### src/rtl/core/record_header_validator_defines.svh
// ----------------------------------------------------------------------------
// Record header validator: assertion macros
// Shared concurrent assertion forms, clocked on clk and disabled in reset.
// ----------------------------------------------------------------------------
`ifndef RECORD_HEADER_VALIDATOR_DEFINES_SVH
`define RECORD_HEADER_VALIDATOR_DEFINES_SVH

// Same-cycle implication
`define RHV_ASSERT_SAME(lbl, ante, cons, msg) \
  lbl: assert property (@(posedge clk) disable iff (!rst_n) (ante) |-> (cons)) else $error(msg);

// Next-cycle implication
`define RHV_ASSERT_NEXT(lbl, ante, cons, msg) \
  lbl: assert property (@(posedge clk) disable iff (!rst_n) (ante) |=> (cons)) else $error(msg);

`endif

### src/rtl/core/rhv_pkg.sv
// ----------------------------------------------------------------------------
// rhv_pkg
// Shared constants, types and helper functions of the record header validator.
// ----------------------------------------------------------------------------
`default_nettype none

package rhv_pkg;

  // Record layout
  localparam int unsigned MAX_PAYLOAD = 136;
  localparam int unsigned HDR_LEN     = 24;
  localparam int unsigned MAGIC_END   = 8;
  localparam int unsigned GEN_END     = 16;
  localparam int unsigned DATE_END    = 20;
  localparam int unsigned COUNT_SAT   = HDR_LEN + MAX_PAYLOAD + 1;
  localparam int unsigned CNT_W       = $clog2(COUNT_SAT + 1);

  // CRC-32, reflected
  localparam logic [31:0] CRC_POLY = 32'hEDB8_8320;
  localparam logic [31:0] CRC_INIT = 32'hFFFF_FFFF;

  localparam logic [7:0] MAGIC_BYTES [8] = '{
    8'h44, 8'h52, 8'h57, 8'h54, 8'h48, 8'h30, 8'h30, 8'h31
  };

  // Date decode: yyyymmdd, years 2000..2099
  localparam logic [31:0] DATE_LO     = 32'd20000000;
  localparam logic [31:0] DATE_HI     = 32'd20999999;
  localparam int unsigned YEAR_SCALE  = 10000;
  localparam int unsigned MONTH_SCALE = 100;
  // floor(2^34 / 10000) and floor(2^20 / 100); estimates are low by at most one
  localparam int unsigned DIV10K_MUL  = 1717986;
  localparam int unsigned DIV10K_SH   = 34;
  localparam int unsigned DIV100_MUL  = 10485;
  localparam int unsigned DIV100_SH   = 20;

  // Result codes
  typedef enum logic [2:0] {
    ERR_NONE     = 3'd0,
    ERR_LENGTH   = 3'd1,
    ERR_MAGIC    = 3'd2,
    ERR_ZERO_GEN = 3'd3,
    ERR_CHECKSUM = 3'd4,
    ERR_DATE     = 3'd5
  } err_code_t;

  // Header tracking state, as seen after one byte is applied
  typedef struct packed {
    logic [CNT_W-1:0] count;
    logic [31:0]      crc;
    logic             magic_match;
    logic [63:0]      generation;
    logic [31:0]      date;
    logic [31:0]      stored_crc;
  } hdr_state_t;

  localparam hdr_state_t HDR_RESET = '{
    count:       '0,
    crc:         CRC_INIT,
    magic_match: 1'b1,
    generation:  '0,
    date:        '0,
    stored_crc:  '0
  };

  // One byte through the CRC, bit at a time
  function automatic logic [31:0] crc32_byte(input logic [31:0] crc, input logic [7:0] b);
    logic [31:0] c;
    c = crc ^ {24'd0, b};
    for (int k = 0; k < 8; k++) begin
      c = (c >> 1) ^ (CRC_POLY & {32{c[0]}});
    end
    return c;
  endfunction

  // Days in a month; zero for a month number outside 1..12
  function automatic logic [4:0] days_in_month(input logic [6:0] month, input logic leap);
    logic [4:0] lim;
    case (month)
      7'd1, 7'd3, 7'd5, 7'd7, 7'd8, 7'd10, 7'd12: lim = 5'd31;
      7'd4, 7'd6, 7'd9, 7'd11:                     lim = 5'd30;
      7'd2:                                        lim = leap ? 5'd29 : 5'd28;
      default:                                     lim = 5'd0;
    endcase
    return lim;
  endfunction

endpackage

`default_nettype wire

### src/rtl/core/record_header_validator.sv
// ----------------------------------------------------------------------------
// record_header_validator
// Checks the header of a stored record streamed one byte per request.
// ----------------------------------------------------------------------------
// One byte is taken every clock while in_stall is low. The result request
// for a record appears in the cycle after its last byte is taken and waits
// in the output register; in_stall rises only while that register is full
// and out_stall is high. CRC update, magic compare and field capture all
// finish in the cycle a byte is taken. The date is decoded by a four-stage
// pipeline that starts once header byte 19 is in; the four checksum bytes
// give it the time it needs, so no record is held up for it.
`default_nettype none

module record_header_validator (
  input  wire logic        clk,
  input  wire logic        rst_n,
  // Byte input
  input  wire logic        in_valid,
  output logic             in_stall,
  input  wire logic [7:0]  in_data_byte,
  input  wire logic        in_last_byte,
  // Result output
  output logic             out_valid,
  input  wire logic        out_stall,
  output logic             out_record_ok,
  output logic [2:0]       out_error_code,
  output logic [63:0]      out_generation,
  output logic [31:0]      out_date_value,
  output logic [7:0]       out_payload_length
);

`include "record_header_validator_defines.svh"

  rhv_pkg::hdr_state_t upd;
  logic [31:0]         date_q;
  logic                date_valid;
  logic                in_take;
  logic                len_bad;
  logic [7:0]          plen;
  rhv_pkg::err_code_t  err_nxt;

  logic                out_valid_r;
  logic                out_valid_nxt;
  rhv_pkg::err_code_t  err_r;
  logic [63:0]         gen_r;
  logic [31:0]         date_r;
  logic [7:0]          plen_r;

  // Handshake
  assign in_stall = out_valid_r && out_stall;
  assign in_take  = in_valid && !in_stall;

  rhv_hdr_capture u_capture (
    .clk       (clk),
    .rst_n     (rst_n),
    .take      (in_take),
    .data_byte (in_data_byte),
    .last_byte (in_last_byte),
    .upd       (upd),
    .date_q    (date_q)
  );

  rhv_date_check u_date (
    .clk        (clk),
    .date       (date_q),
    .date_valid (date_valid)
  );

  // Length and payload size
  assign len_bad = (upd.count <= rhv_pkg::CNT_W'(rhv_pkg::HDR_LEN)) ||
                   (upd.count > rhv_pkg::CNT_W'(rhv_pkg::HDR_LEN + rhv_pkg::MAX_PAYLOAD));
  assign plen    = (upd.count > rhv_pkg::CNT_W'(rhv_pkg::HDR_LEN)) ?
                   8'(upd.count - rhv_pkg::CNT_W'(rhv_pkg::HDR_LEN)) : 8'd0;

  // First failing check wins
  always_comb begin
    err_nxt = rhv_pkg::ERR_NONE;
    if (len_bad) begin
      err_nxt = rhv_pkg::ERR_LENGTH;
    end else if (!upd.magic_match) begin
      err_nxt = rhv_pkg::ERR_MAGIC;
    end else if (upd.generation == 64'd0) begin
      err_nxt = rhv_pkg::ERR_ZERO_GEN;
    end else if (~upd.crc != upd.stored_crc) begin
      err_nxt = rhv_pkg::ERR_CHECKSUM;
    end else if (!date_valid) begin
      err_nxt = rhv_pkg::ERR_DATE;
    end
  end

  // Result register
  always_comb begin
    out_valid_nxt = out_valid_r;
    if (in_take && in_last_byte) begin
      out_valid_nxt = 1'b1;
    end else if (!out_stall) begin
      out_valid_nxt = 1'b0;
    end
  end

  always_ff @(posedge clk) begin
    if (!rst_n) begin
      out_valid_r <= 1'b0;
    end else begin
      out_valid_r <= out_valid_nxt;
    end
  end

  always_ff @(posedge clk) begin
    if (in_take && in_last_byte) begin
      err_r  <= err_nxt;
      gen_r  <= upd.generation;
      date_r <= upd.date;
      plen_r <= plen;
    end
  end

  assign out_valid          = out_valid_r;
  assign out_record_ok      = (err_r == rhv_pkg::ERR_NONE);
  assign out_error_code     = err_r;
  assign out_generation     = gen_r;
  assign out_date_value     = date_r;
  assign out_payload_length = plen_r;

  // Checks
  `RHV_ASSERT_SAME(a_stall_only_when_full, in_stall, out_valid, "input stalled with no result held")
  `RHV_ASSERT_NEXT(a_last_gives_result, in_valid && !in_stall && in_last_byte, out_valid, "no result after last byte")
  `RHV_ASSERT_SAME(a_ok_len_in_range, out_valid && (out_error_code != rhv_pkg::ERR_LENGTH), (out_payload_length >= 8'd1) && (out_payload_length <= 8'(rhv_pkg::MAX_PAYLOAD)), "payload length out of range without length error")
  `RHV_ASSERT_SAME(a_ok_gen_nonzero, out_valid && out_record_ok, out_generation != 64'd0, "record ok with zero generation")

endmodule

`default_nettype wire

### src/rtl/core/rhv_hdr_capture.sv
// ----------------------------------------------------------------------------
// rhv_hdr_capture
// Byte counter, running CRC, magic compare and header field capture.
// ----------------------------------------------------------------------------
`default_nettype none

module rhv_hdr_capture (
  input  wire logic               clk,
  input  wire logic               rst_n,
  input  wire logic               take,
  input  wire logic [7:0]         data_byte,
  input  wire logic               last_byte,
  output rhv_pkg::hdr_state_t     upd,
  output logic [31:0]             date_q
);

  rhv_pkg::hdr_state_t state_r;
  rhv_pkg::hdr_state_t state_nxt;
  logic [rhv_pkg::CNT_W-1:0] idx;

  assign idx    = state_r.count;
  assign date_q = state_r.date;

  // State after the current byte
  always_comb begin
    upd = state_r;
    // CRC skips the stored checksum bytes
    if ((idx < rhv_pkg::CNT_W'(rhv_pkg::DATE_END)) ||
        (idx >= rhv_pkg::CNT_W'(rhv_pkg::HDR_LEN))) begin
      upd.crc = rhv_pkg::crc32_byte(state_r.crc, data_byte);
    end
    if (idx < rhv_pkg::CNT_W'(rhv_pkg::MAGIC_END)) begin
      if (data_byte != rhv_pkg::MAGIC_BYTES[idx[2:0]]) begin
        upd.magic_match = 1'b0;
      end
    end else if (idx < rhv_pkg::CNT_W'(rhv_pkg::GEN_END)) begin
      upd.generation[{idx[2:0], 3'b000} +: 8] = data_byte;
    end else if (idx < rhv_pkg::CNT_W'(rhv_pkg::DATE_END)) begin
      upd.date[{idx[1:0], 3'b000} +: 8] = data_byte;
    end else if (idx < rhv_pkg::CNT_W'(rhv_pkg::HDR_LEN)) begin
      upd.stored_crc[{idx[1:0], 3'b000} +: 8] = data_byte;
    end
    // Saturating byte count
    if (idx < rhv_pkg::CNT_W'(rhv_pkg::COUNT_SAT)) begin
      upd.count = idx + rhv_pkg::CNT_W'(1);
    end
  end

  // Last byte starts a fresh record
  always_comb begin
    state_nxt = state_r;
    if (take) begin
      state_nxt = last_byte ? rhv_pkg::HDR_RESET : upd;
    end
  end

  always_ff @(posedge clk) begin
    if (!rst_n) begin
      state_r <= rhv_pkg::HDR_RESET;
    end else begin
      state_r <= state_nxt;
    end
  end

endmodule

`default_nettype wire

### src/rtl/core/rhv_date_check.sv
// ----------------------------------------------------------------------------
// rhv_date_check
// Four-stage decode of a yyyymmdd word into year, month and day, with a
// calendar check on the last stage's registers. Runs every clock.
// ----------------------------------------------------------------------------
`default_nettype none

module rhv_date_check (
  input  wire logic        clk,
  input  wire logic [31:0] date,
  output logic             date_valid
);

  // Stage 1: year range and offset into the century
  logic        s1_in_range_r;
  logic [19:0] s1_rem_r;
  // Stage 2: year estimate
  logic        s2_in_range_r;
  logic [19:0] s2_rem_r;
  logic [6:0]  s2_year_r;
  // Stage 3: leap flag of the corrected year and month/day remainder
  logic        s3_in_range_r;
  logic [13:0] s3_rem_r;
  logic        s3_leap_r;
  // Stage 4: month estimate
  logic        s4_in_range_r;
  logic [13:0] s4_rem_r;
  logic        s4_leap_r;
  logic [6:0]  s4_month_r;

  logic [40:0] year_prod;
  logic [20:0] year_rem;
  logic [6:0]  year_fix;
  logic [13:0] mmdd_fix;
  logic [27:0] month_prod;
  logic [13:0] day_raw;
  logic [6:0]  month;
  logic [6:0]  day;
  logic [4:0]  lim;

  // Year: multiply by reciprocal, then one correction step
  assign year_prod = 41'(s1_rem_r) * 41'(rhv_pkg::DIV10K_MUL);
  assign year_rem  = 21'(s2_rem_r) - 21'(s2_year_r) * 21'(rhv_pkg::YEAR_SCALE);

  always_comb begin
    year_fix = s2_year_r;
    mmdd_fix = year_rem[13:0];
    if (year_rem >= 21'(rhv_pkg::YEAR_SCALE)) begin
      year_fix = s2_year_r + 7'd1;
      mmdd_fix = 14'(year_rem - 21'(rhv_pkg::YEAR_SCALE));
    end
  end

  assign month_prod = 28'(s3_rem_r) * 28'(rhv_pkg::DIV100_MUL);

  always_ff @(posedge clk) begin
    s1_in_range_r <= (date >= rhv_pkg::DATE_LO) && (date <= rhv_pkg::DATE_HI);
    s1_rem_r      <= 20'(date - rhv_pkg::DATE_LO);

    s2_in_range_r <= s1_in_range_r;
    s2_rem_r      <= s1_rem_r;
    s2_year_r     <= year_prod[rhv_pkg::DIV10K_SH +: 7];

    s3_in_range_r <= s2_in_range_r;
    s3_rem_r      <= mmdd_fix;
    // Century years other than 2000 are outside the range
    s3_leap_r     <= (year_fix[1:0] == 2'b00);

    s4_in_range_r <= s3_in_range_r;
    s4_rem_r      <= s3_rem_r;
    s4_leap_r     <= s3_leap_r;
    s4_month_r    <= month_prod[rhv_pkg::DIV100_SH +: 7];
  end

  // Month/day split correction and calendar check
  assign day_raw = s4_rem_r - 14'(s4_month_r) * 14'(rhv_pkg::MONTH_SCALE);

  always_comb begin
    month = s4_month_r;
    day   = day_raw[6:0];
    if (day_raw >= 14'(rhv_pkg::MONTH_SCALE)) begin
      month = s4_month_r + 7'd1;
      day   = 7'(day_raw - 14'(rhv_pkg::MONTH_SCALE));
    end
  end

  assign lim        = rhv_pkg::days_in_month(month, s4_leap_r);
  assign date_valid = s4_in_range_r && (day != 7'd0) && (day <= 7'(lim));

endmodule

`default_nettype wire
### config.mk
export PLATFORM = sky130hd
export DESIGN_NAME = record_header_validator
export DESIGN_NICKNAME = d
export VERILOG_FILES = /design/src/rtl/core/rhv_pkg.sv /design/src/rtl/core/record_header_validator.sv /design/src/rtl/core/rhv_hdr_capture.sv /design/src/rtl/core/rhv_date_check.sv
export VERILOG_INCLUDE_DIRS = /design/src /design/src/rtl/core
export SDC_FILE = /design/constraint.sdc
export NUM_CORES = 1
export LEC_CHECK = 0
export ABC_CLOCK_PERIOD_IN_PS = 8000
export BUFFER_PORTS_ARGS = -buffer_cell sky130_fd_sc_hd__clkbuf_2
export CAP_MARGIN = 20
export CELL_PAD_IN_SITES_DETAIL_PLACEMENT = 1
export CELL_PAD_IN_SITES_GLOBAL_PLACEMENT = 2
export CORE_AREA = 2 2 267 269
export DETAILED_ROUTE_END_ITERATION = 12
export DIE_AREA = 0 0 269 271
export HOLD_SLACK_MARGIN = 0.03
export PLACE_DENSITY = 0.82
export SYNTH_ARGS = -nofsm -noshare
export SYNTH_HDL_FRONTEND = slang
export SYNTH_SLANG_ARGS = --single-unit
export TNS_END_PERCENT = 1
### constraint.sdc
create_clock -name clk -period 8 [get_ports clk]
set_input_delay 0 -clock clk [delete_from_list [all_inputs] [get_ports clk]]
set_output_delay 0 -clock clk [all_outputs]
set_load 0.01 [all_outputs]
* Word level (Yosys, flattened, before mapping)
Memory sizes are Yosys's and may differ from the RTL's. Cells that the tools add are included.
Storage, ports and cells: register bits after elaboration 365, bits in latches 0, bits in writable memories 0, memory bits (read-only) 64, bits of input ports 13, output and inout bits 110, logic and storage cells 130, memories 1
Cells by class: add/sub/neg operators 11, $mul 4, div/mod/pow operators 0, $lt $le $gt $ge 15, equal/unequal tests 15, shift operators 4, muxes and demuxes 28, bitwise logic cells 12, reductions and logical operators 16
Memory list:
- (no name shown) | depth 8, width 8, read ports 1, clocked after memory_dff 0, write ports 0, RTL line rhv_hdr_capture.sv:33 | if (data_byte != rhv_pkg::MAGIC_BYTES[idx[2:0]]) begin
Operator list (count):
- bitwise XOR 31 x 32 -> 32 bit | 8
- 2-to-1 mux 169 bit | 1
- 2-to-1 mux 128 bit | 1
- 2-to-1 mux 32 bit | 4
- 2-to-1 mux 64 bit | 2
- bitwise mux 32 bit | 2
- bitwise mux 64 bit | 1
- logical NOT 64 bit | 1
- variable shift 8 x 8 -> 64 bit (first input constant) | 1
- indexed part select 8 x 8 -> 64 bit | 1
- multiplier 20 x 20 -> 40 bit (second input constant) | 1
- equality test 7 x 4 -> 1 bit (second input constant) | 5
- >= comparator 32 x 25 -> 1 bit (second input constant) | 1
- <= comparator 32 x 25 -> 1 bit (second input constant) | 1
- != test 32 bit | 1
- inverter 32 bit | 1
- variable shift 8 x 7 -> 32 bit (first input constant) | 1
- indexed part select 8 x 7 -> 32 bit | 1
- bitwise XOR 32 x 8 -> 32 bit | 1
- equality test 7 x 3 -> 1 bit (second input constant) | 4
- multiplier 14 x 14 -> 27 bit (second input constant) | 1
- less-than comparator 8 x 5 -> 1 bit (second input constant) | 3
- 2-to-1 mux 8 bit | 3
- >= comparator 21 x 14 -> 1 bit (second input constant) | 1
- other kinds (43) | 58

* Logic depth before layout (Yosys ltp)
Gate-level depths: netlist of the first run.
depth in word-level cells 15, depth in mapped cells 32, depth with buffers taken out 31

* Hierarchy
A second synthesis of the first run with hierarchy kept.
Unflattened totals: cells, all modules 2963, area total of the unflattened synthesis 29091.7 µm²
Modules (own cells, without submodules):
- rhv_date_check | times used 1, cells an instance 1581, area an instance 15601.2 µm², seq. area each 1761.7 µm²
- rhv_hdr_capture | times used 1, cells an instance 1174, area an instance 9562.9 µm², seq. area each 3383.2 µm²
- record_header_validator | times used 1, cells an instance 208, area an instance 3927.5 µm², seq. area each 3233.1 µm²

* Least setup slack after synthesis of the first run
No wires, ideal clock.
path type register -> register, start register u_date.s4_month_r[2], end register err_r[0] (netlist: out_error_code[0]), data pin, library setup time 0.256 ns, arrival time 6.356 ns, required time 7.744 ns, setup slack 1.388 ns, stages on the path, launching flop included 31, path buffers 0, clock period less this slack 6.612 ns, cells stage by stage dfxtp_1 > ha_1 > ha_1 > fa_1 > ha_1 > nor2b_1 > o21ai_0 > nand2b_1 > a21o_1 > a21oi_1 > xor2_1 > ha_1 > o21ai_0 > nor2_1 > a211o_1 > and3_1 > nor4_4 > nand2_2 > a311o_1 > a2bb2oi_1 > nand3_1 > ha_1 > nor2b_1 > o21a_1 > o21ai_0 > nand2b_1 > a21oi_1 > o221ai_1 > a211oi_1 > o21bai_1 > a31o_2
Between the ends: word-level cells in the longest chain between the ends 13, elaborated cells between the ends (all ways) 30
Ends and longest elaborated chain:
- start: declaration | RTL line rhv_date_check.sv:29 | logic [6:0] s4_month_r;
- start signal: assignment | RTL line rhv_date_check.sv:72 | s4_month_r <= month_prod[rhv_pkg::DIV100_SH +: 7];
- multiplier 7 x 5 -> 12 bit | RTL line rhv_date_check.sv:76 | assign day_raw = s4_rem_r - 14'(s4_month_r) * 14'(rhv_pkg::MONTH_SCALE);
- subtractor 14 bit | RTL line rhv_date_check.sv:76
- >= comparator 14 x 7 -> 1 bit | RTL line rhv_date_check.sv:81 | if (day_raw >= 14'(rhv_pkg::MONTH_SCALE)) begin
- 2-to-1 mux 7 bit | RTL line rhv_date_check.sv:81
- equality test 7 x 1 -> 1 bit (tied with other cells) | RTL line rhv_pkg.sv:79 | case (month)
- OR reduction 7 bit or OR reduction 4 bit (tied branches) | RTL line rhv_pkg.sv:79
- one-hot mux 5 bit (3 select lines) | RTL line rhv_pkg.sv:79
- <= comparator 7 x 5 -> 1 bit | RTL line rhv_date_check.sv:88 | assign date_valid = s4_in_range_r && (day != 7'd0) && (day <= 7'(lim));
- logical AND 1 bit (*) | RTL line rhv_date_check.sv:88
- 2-to-1 mux 3 bit (*) | RTL line record_header_validator.sv:86 | end else if (!date_valid) begin
- 2-to-1 mux 3 bit (*) | RTL line record_header_validator.sv:84 | end else if (~upd.crc != upd.stored_crc) begin
- 2-to-1 mux 2 bit (*) | RTL line record_header_validator.sv:82 | end else if (upd.generation == 64'd0) begin
- 2-to-1 mux 2 bit (*) | RTL line record_header_validator.sv:80 | end else if (!upd.magic_match) begin
- end signal: assignment | RTL line record_header_validator.sv:111 | err_r <= err_nxt;
- end: declaration | RTL line record_header_validator.sv:44 | rhv_pkg::err_code_t err_r;
Mark *: on every way between the ends. The rest lies on a longest branch, timed or not. A chain may end at the register's enable or synchronous reset.

* Worst setup path after layout of the first run
Same ends and word-level chain as after synthesis.

==> results of run 1 <==
-- cell families (layout without fill, tap and decap cells) --
group | after synthesis | after routing | synth area share [%]
muxes | 57 | 57 | 2.14
xor gates and xnor gates | 200 | 200 | 6.86
adders and majority gates | 621 | 621 | 31.9
DFF | 365 | 365 | 28.6
AOI/OAI and AO/OA | 513 | 513 | 11.9
and+or+nand+nor | 680 | 680 | 12.0
buffers and inverters | 507 | 627 | 6.54
-- repair_timing --
item	CTS	global route
buffers inserted	0	0
hold buffers	4	0
endpoints found under the setup margin	0	1
hold endpoints to repair	69	0
resized for setup	0	1
-- synthesized netlist by cell type (5+ instances only) --
library cell and number:
sky130_fd_sc_hd__a21oi_1 73, sky130_fd_sc_hd__xnor2_2 9, sky130_fd_sc_hd__a32oi_1 25, sky130_fd_sc_hd__o21bai_1 7, sky130_fd_sc_hd__and3_1 16, sky130_fd_sc_hd__inv_1 391
sky130_fd_sc_hd__buf_1 5, sky130_fd_sc_hd__edfxtp_1 107, sky130_fd_sc_hd__mux2_2 45, sky130_fd_sc_hd__clkbuf_1 103, sky130_fd_sc_hd__a211o_1 5, sky130_fd_sc_hd__nand4b_1 5
sky130_fd_sc_hd__fa_1 210, sky130_fd_sc_hd__a2bb2oi_1 5, sky130_fd_sc_hd__xnor2_1 124, sky130_fd_sc_hd__buf_2 8, sky130_fd_sc_hd__xor2_1 56, sky130_fd_sc_hd__ha_1 411
sky130_fd_sc_hd__nand3_1 43, sky130_fd_sc_hd__nor3_1 33, sky130_fd_sc_hd__nand2_1 221, sky130_fd_sc_hd__o22ai_1 6, sky130_fd_sc_hd__a21o_1 33, sky130_fd_sc_hd__mux2i_1 12
sky130_fd_sc_hd__nand2b_1 13, sky130_fd_sc_hd__o2111ai_1 5, sky130_fd_sc_hd__or3_1 10, sky130_fd_sc_hd__o21ai_0 115, sky130_fd_sc_hd__nor4_1 24, sky130_fd_sc_hd__dfxtp_1 258
sky130_fd_sc_hd__or4_1 7, sky130_fd_sc_hd__xnor2_4 7, sky130_fd_sc_hd__o21a_1 6, sky130_fd_sc_hd__a31oi_1 22, sky130_fd_sc_hd__nor2_1 85, sky130_fd_sc_hd__o211ai_1 42
sky130_fd_sc_hd__a211oi_1 9, sky130_fd_sc_hd__nor3b_1 6, sky130_fd_sc_hd__nand4_1 23, sky130_fd_sc_hd__a22oi_1 107, sky130_fd_sc_hd__or2_2 9, sky130_fd_sc_hd__and2_1 10
sky130_fd_sc_hd__a41oi_1 5, sky130_fd_sc_hd__nor2b_1 154
-- how the worst max path moves through the flow --
stage | start | end | slack (ps) | depth (start not counted)
floorplan | u_date.s4_month_r[2]$_DFF_P_ | out_error_code[0]$_SDFFCE_PP1P_ | 1390 | 30
global placement | u_date.s4_month_r[2]$_DFF_P_ | out_error_code[0]$_SDFFCE_PP1P_ | 620 | 30
detailed placement | u_date.s4_month_r[2]$_DFF_P_ | out_error_code[0]$_SDFFCE_PP1P_ | 470 | 30
CTS | u_date.s4_month_r[2]$_DFF_P_ | out_error_code[0]$_SDFFCE_PP1P_ | 410 | 30
global route | u_date.s4_month_r[2]$_DFF_P_ | out_error_code[0]$_SDFFCE_PP1P_ | 10 | 30
finish | u_date.s4_month_r[2]$_DFF_P_ | out_error_code[0]$_SDFFCE_PP1P_ | 510 | 30
-- stage by stage --
stage                     power (mW)  cell area [um^2]
after floorplan                 2.60             29300
after CTS                       4.83             32300
after detailed placement        2.81             30800
final                           4.80             32300
after global routing            4.97             32300
after global placement          2.79             30800
-- state kept, by name, summed over array words and instances (netlist names), 3 cells and up --
signal              count
u_capture.state_r     129
out_generation         64
out_date_value         32
u_capture.date_q       32
u_date.s1_rem_r        20
u_date.s2_rem_r        20
u_date.s3_rem_r        14
u_date.s4_rem_r        14
out_payload_length      8
u_capture.idx           8
u_date.s2_year_r        7
u_date.s4_month_r       7
out_error_code          3
-- layout make-up --
cell class,count,share of cell area (%)
multi-input combinational,2071,58.8
sequential,365,25.9
inverter,391,4.54
clock buffer,60,3.84
tap,940,3.64
timing repair buffer,154,2.67
clock inverter,22,0.619
-- report_power, final --
group | internal (mW) | leakage [nW] | switching (mW)
clock network | 1.14 | 0.695 | 0.879
logic | 0.314 | 10.8 | 0.468
registers | 1.94 | 3.12 | 0.0536
total | 3.39 | 14.6 | 1.40
-- critical path: cells and delay by family (launching register included) --
family                     cells  cell delay, ps
AOI/OAI and AO/OA             14            2970
adders and majority gates      6            2080
and+or+nand+nor                9            1480
DFF                            1             530
xor gates and xnor gates       1             170
-- metal layers --
layer / track usage, % / wire [um] / vias to the layer above
met2: 41.8 / 42700 / 402
li1: - / - / 10300
met4: 6.78 / 2370 / 0
met5: 0 / 0 / -
met1: 30.2 / 37100 / 11000
met3: 3.32 / 3300 / 120
==> impl_metrics.yaml, run 1 <==
cts:
  clock_sink_count: 365
  cts.reportedPaths.clkPinSlew_ps: 60
  cts_made_buffers: 44
  clock_tree.htree_level_count: 2
  cts-root-to-sink-buffers: 3
  cts_tree: "done"
  worstSkewPairLatency_ps: 620
  ctsRootBufferMaster: "sky130_fd_sc_hd__clkbuf_16"
logic_synthesis:
  synth_nets: 3577
  share_of_the_synthesized_area_in_the_top_cell_type_pct: 17.7
  syn_avg_cell_area_um2: 9.94
  synthTopCellsByArea: "sky130_fd_sc_hd__dfxtp_1 (18%), sky130_fd_sc_hd__ha_1 (18%), sky130_fd_sc_hd__fa_1 (14%)"
  post_synth_instance_area_mm2: 0.0293
  synthesis_warnings: 0
  ys_seq_area_share_pct: 28.6
  synth.largest_area_cell: "sky130_fd_sc_hd__dfxtp_1"
  synth_enable_flop_cells: 107
  synth.lib_cells_used.distinct: 84
  yosys_register_bits: 365
  dominantRegCellSynth: "sky130_fd_sc_hd__dfxtp_1"
  async_flop_share_pct: 0
  syn-instance-count: 2943
detailed_routing:
  first_iter_violations: 1053
  vias: 21800
  first_pass_iters: 5
  drtAntennaViolNets: 0
  routed_via_density: 5.44
  drt-total-wl_um: 85500
  drc_errors: 0
  routed_wire_length_per_instance_um: 21.3
min_path:
  hold_class: "input port to flop"
  hold_start: "in_data_byte[2]"
  hold_depth: 4
  whs_endpoint: "u_capture.state_r[10]$_SDFFE_PN0P_"
finish:
  area_growth_syn_to_layout_pct: 10.5
  layout_common_cells: "sky130_fd_sc_hd__ha_1 (411), sky130_fd_sc_hd__inv_1 (391), sky130_fd_sc_hd__dfxtp_1 (258), sky130_fd_sc_hd__nand2_1 (220), sky130_fd_sc_hd__fa_1 (210)"
  multiInputGateArea_mm2: 0.0190
  ratio_of_cells_with_drive_above_1_in_the_final_layout_pct: 9.99
  finalNetCount: 3661
  insertedDiodeCount: 0
  register_area_mm2: 0.00838
  fin_util_pct: 46.3
  fillers: 7772
  layout_commonest_cell: "sky130_fd_sc_hd__ha_1"
  final_standard_cell_count_with_taps_included_and_fillers_excluded: 4003
sta:
  final_critical_path_setup_slack_ps: 514
  rsz_0062_raised_after_global_routing: "false"
  slew-limit-headroom_pct: 26.1
  finalSetupViolations: 0
  finalCriticalPeriod_ps: 7490
  final_hold_violating_endpoints: 0
  setup_total_negative_slack_ps: 0
  finalMaxSlewViolations: 0
  fmax_mhz: 134
  maximum_clock_skew_at_final_layout_ps: 39.6
  holdWs_ps: 52.2
  worstMarginPinSlew_ps: 1110
  fin_crit_sh_pct: 93.6
power_and_ir_drop:
  vdd_ir_max_uv: 149
  cellLeakagePower_nw: 14.6
  power_density_mw_per_mm2: 148
worst_setup_path:
  critical_path_peak_fanout: 15
  critical-path-top-cell-by-count: "sky130_fd_sc_hd__ha_1"
  timing.critical_path.from_type: "flop"
  timing.reg2reg.worst_path_depth: 30
  critPathMaxStageDelay_ps: 530
  critical_path.reg2reg.endpoint: "out_error_code[0]$_SDFFCE_PP1P_"
  reg2reg_slack_ps: 510
  critPathCaptureType: "flop"
  critPathKind: "flop to flop"
  data_arrival_at_the_endpoint_of_the_critical_path_ps: 7830
  crit_slowest_cell: "sky130_fd_sc_hd__dfxtp_1"
  r2r-start: "u_date.s4_month_r[2]$_DFF_P_"
  critPathRequiredTime_ps: 8340
floorplan:
  floorplan.rows: 97
  core_area_mm2: 0.0698
  initial_utilization_pct: 41.9
  number_of_placed_i_o_pins: 123
  die_w_um: 269
  design.die.area_mm2: 0.0729
  floorplan.die.height_um: 271
grt:
  grt_util_all_layers_pct: 23.8
  first_global_vias: 23800
  first_pass_grt_wire_length_um: 135000
  overflow: 0
  antenna_found_initial: 4
  grt_max_degree: 71
placed_design:
  gp_congestion: 0.880
  placement.setup.worst_slack_ps: 468
  place.detailed.instances: 3916
  placement.io_buffers: 122
  post-dp-hpwl_um: 65400
run:
  max_cap_viol_count: 0
status:
  run_status: "completed"
No activity file was read; power rests on OpenSTA's default activity.
==> inputs of run 2 (changes only) <==
--- a/config.mk
+++ b/config.mk
@@ -15,8 +15,8 @@
 export DETAILED_ROUTE_END_ITERATION = 12
 export DIE_AREA = 0 0 269 271
 export HOLD_SLACK_MARGIN = 0.03
-export PLACE_DENSITY = 0.82
+export PLACE_DENSITY = 0.86
 export SYNTH_ARGS = -nofsm -noshare
 export SYNTH_HDL_FRONTEND = slang
 export SYNTH_SLANG_ARGS = --single-unit
-export TNS_END_PERCENT = 1
+export TNS_END_PERCENT = 20
==> run 2 against run 1 <==
  * Setup slack gained 160 ps
  * Clock skew is essentially flat
  * Sequential power is essentially flat
  * Final cell count shrank 0.12%
  * Hold slack gained 8.2 ps
  * Flip-flop and latch count is the same
  * Combinational power is essentially flat
  * Clock-buffer cell count shrank 4
  * Wire length grew 0.64%
  * Die area is the same
  * First-iteration DRC count grew 20%
  * Critical path type unchanged
  * Critical endpoint unchanged
  * Highest routed layer unchanged
==> impl_metrics.yaml, run 2 (synthesized netlist as in run 1, its figures left out) <==
status:
  run_status: "completed"
placed_design:
  placement.io_buffers: 122
  gp_congestion: 0.890
  post-dp-hpwl_um: 65900
  place.detailed.instances: 3911
worst_setup_path:
  timing.critical_path.from_type: "flop"
  critPathCaptureType: "flop"
  critPathRequiredTime_ps: 8330
  critical-path-top-cell-by-count: "sky130_fd_sc_hd__ha_1"
  critical_path_peak_fanout: 12
  crit_slowest_cell: "sky130_fd_sc_hd__dfxtp_1"
  critPathMaxStageDelay_ps: 540
  data_arrival_at_the_endpoint_of_the_critical_path_ps: 7660
  critPathKind: "flop to flop"
finish:
  finalNetCount: 3655
  layout_commonest_cell: "sky130_fd_sc_hd__ha_1"
  final_standard_cell_count_with_taps_included_and_fillers_excluded: 3998
  area_growth_syn_to_layout_pct: 10.3
  largest_reg_flops: 129
  ratio_of_cells_with_drive_above_1_in_the_final_layout_pct: 9.88
  layout_common_cells: "sky130_fd_sc_hd__ha_1 (410), sky130_fd_sc_hd__inv_1 (391), sky130_fd_sc_hd__dfxtp_1 (257), sky130_fd_sc_hd__nand2_1 (220), sky130_fd_sc_hd__fa_1 (210)"
  max_flop_register: "u_capture.state_r"
detailed_routing:
  routed_via_density: 5.49
  vias: 21900
  first_iter_violations: 1262
  drt-total-wl_um: 86000
  drtAntennaViolNets: 0
  routed_wire_length_per_instance_um: 21.5
  drc_errors: 0
  first_pass_iters: 5
floorplan:
  number_of_placed_i_o_pins: 123
  die_w_um: 269
  floorplan.die.height_um: 271
  design.die.area_mm2: 0.0729
  core_area_mm2: 0.0698
  initial_utilization_pct: 41.9
  floorplan.rows: 97
run:
  max_cap_viol_count: 0
grt:
  first_global_vias: 24200
  overflow: 0
  grt_util_all_layers_pct: 23.9
  first_pass_grt_wire_length_um: 137000
  grt_max_degree: 73
  antenna_found_initial: 1
sta:
  finalCriticalPeriod_ps: 7330
  finalMaxSlewViolations: 0
  fin_crit_sh_pct: 91.6
  finalSetupViolations: 0
  final_hold_violating_endpoints: 0
  rsz_0062_raised_after_global_routing: "false"
  fmax_mhz: 136
  slew-limit-headroom_pct: 30.5
  setup_total_negative_slack_ps: 0
  maximum_clock_skew_at_final_layout_ps: 39.7
  worstMarginPinSlew_ps: 1040
cts:
  cts_made_buffers: 43
  ctsRootBufferMaster: "sky130_fd_sc_hd__clkbuf_16"
  cts-root-to-sink-buffers: 3
  cts_tree: "done"
  clock_sink_count: 365
  cts.reportedPaths.clkPinSlew_ps: 60
  worstSkewPairLatency_ps: 610
  clock_tree.htree_level_count: 2
power_and_ir_drop:
  power_density_mw_per_mm2: 149
  vdd_ir_max_uv: 164
  cellLeakagePower_nw: 14.6
min_path:
  hold_class: "input port to flop"
[run 2: critical path: cells and delay by family, from the launching register on]
family          cells  cell delay [ps]
compound gates     14             2890
xor+xnor            1              190
fa+ha+maj           6             2060
flops               1              540
simple gates        9             1400
[run 2: final timing paths]
| check | slack (ps) | start | to | cells past startpoint |
|---|---|---|---|---|
| setup / recovery | 670 | u_date.s4_month_r[2]$_DFF_P_ | out_error_code[0]$_SDFFCE_PP1P_ | 30 |
| hold / removal | 60 | in_data_byte[2] | u_capture.state_r[10]$_SDFFE_PN0P_ | 4 |
| setup reg to reg | 670 | u_date.s4_month_r[2]$_DFF_P_ | out_error_code[0]$_SDFFCE_PP1P_ | 30 |
| hold reg to reg | 320 | u_date.s2_in_range_r$_DFF_P_ | u_date.s3_in_range_r$_DFF_P_ | 0 |
[run 2: power breakdown]
part | leakage (nW) | internal [mW] | total, mW | switching (mW)
combinational | 10.8 | 0.312 | 0.780 | 0.468
sequential | 3.12 | 1.94 | 2.00 | 0.0534
clock | 0.697 | 1.16 | 2.02 | 0.856
[run 2: area by class of cell]
| class | count | area, um^2 |
|---|---|---|
| inverter | 391 | 1470 |
| tap | 940 | 1180 |
| timing repair buffer | 149 | 823 |
| multi-input combinational | 2071 | 19000 |
| clock inverter | 24 | 268 |
| fill | 7782 | 37500 |
| sequential | 365 | 8380 |
| antenna | 2 | 5.00 |
| clock buffer | 56 | 1160 |
[run 2: metrics by stage]
stage	hold slack [ps]	cell area, um^2	utilization (%)	worst slack (ps)	power, mW
6_report	60.5	32300	46.3	670	4.80
5_1_grt	87.8	32300	46.3	77.8	4.97
4_1_cts	30.0	32300	46.2	287	4.83
3_5_place_dp	313	30800	44.1	322	2.80
3_3_place_gp	314	30800	44.1	555	2.79
2_1_floorplan	157	29300	-	1390	2.60
[run 2: what timing repair did]
action / CTS / global route
resized for setup: 0 / 2
buffers inserted: 0 / 2
endpoints found under the hold margin: 70 / 0
endpoints found under the setup margin: 0 / 2
hold buffers: 3 / 0
[run 2: metal layers]
| metal | up-vias | part of all wire (%) | track usage [%] |
|---|---|---|---|
| met2 | 379 | 51 | 42.3 |
| li1 | 10300 | - | - |
| met4 | 0 | 2.7 | 6.87 |
| met5 | - | 0 | 0 |
| met3 | 123 | 3.5 | 2.58 |
| met1 | 11200 | 43 | 30.6 |
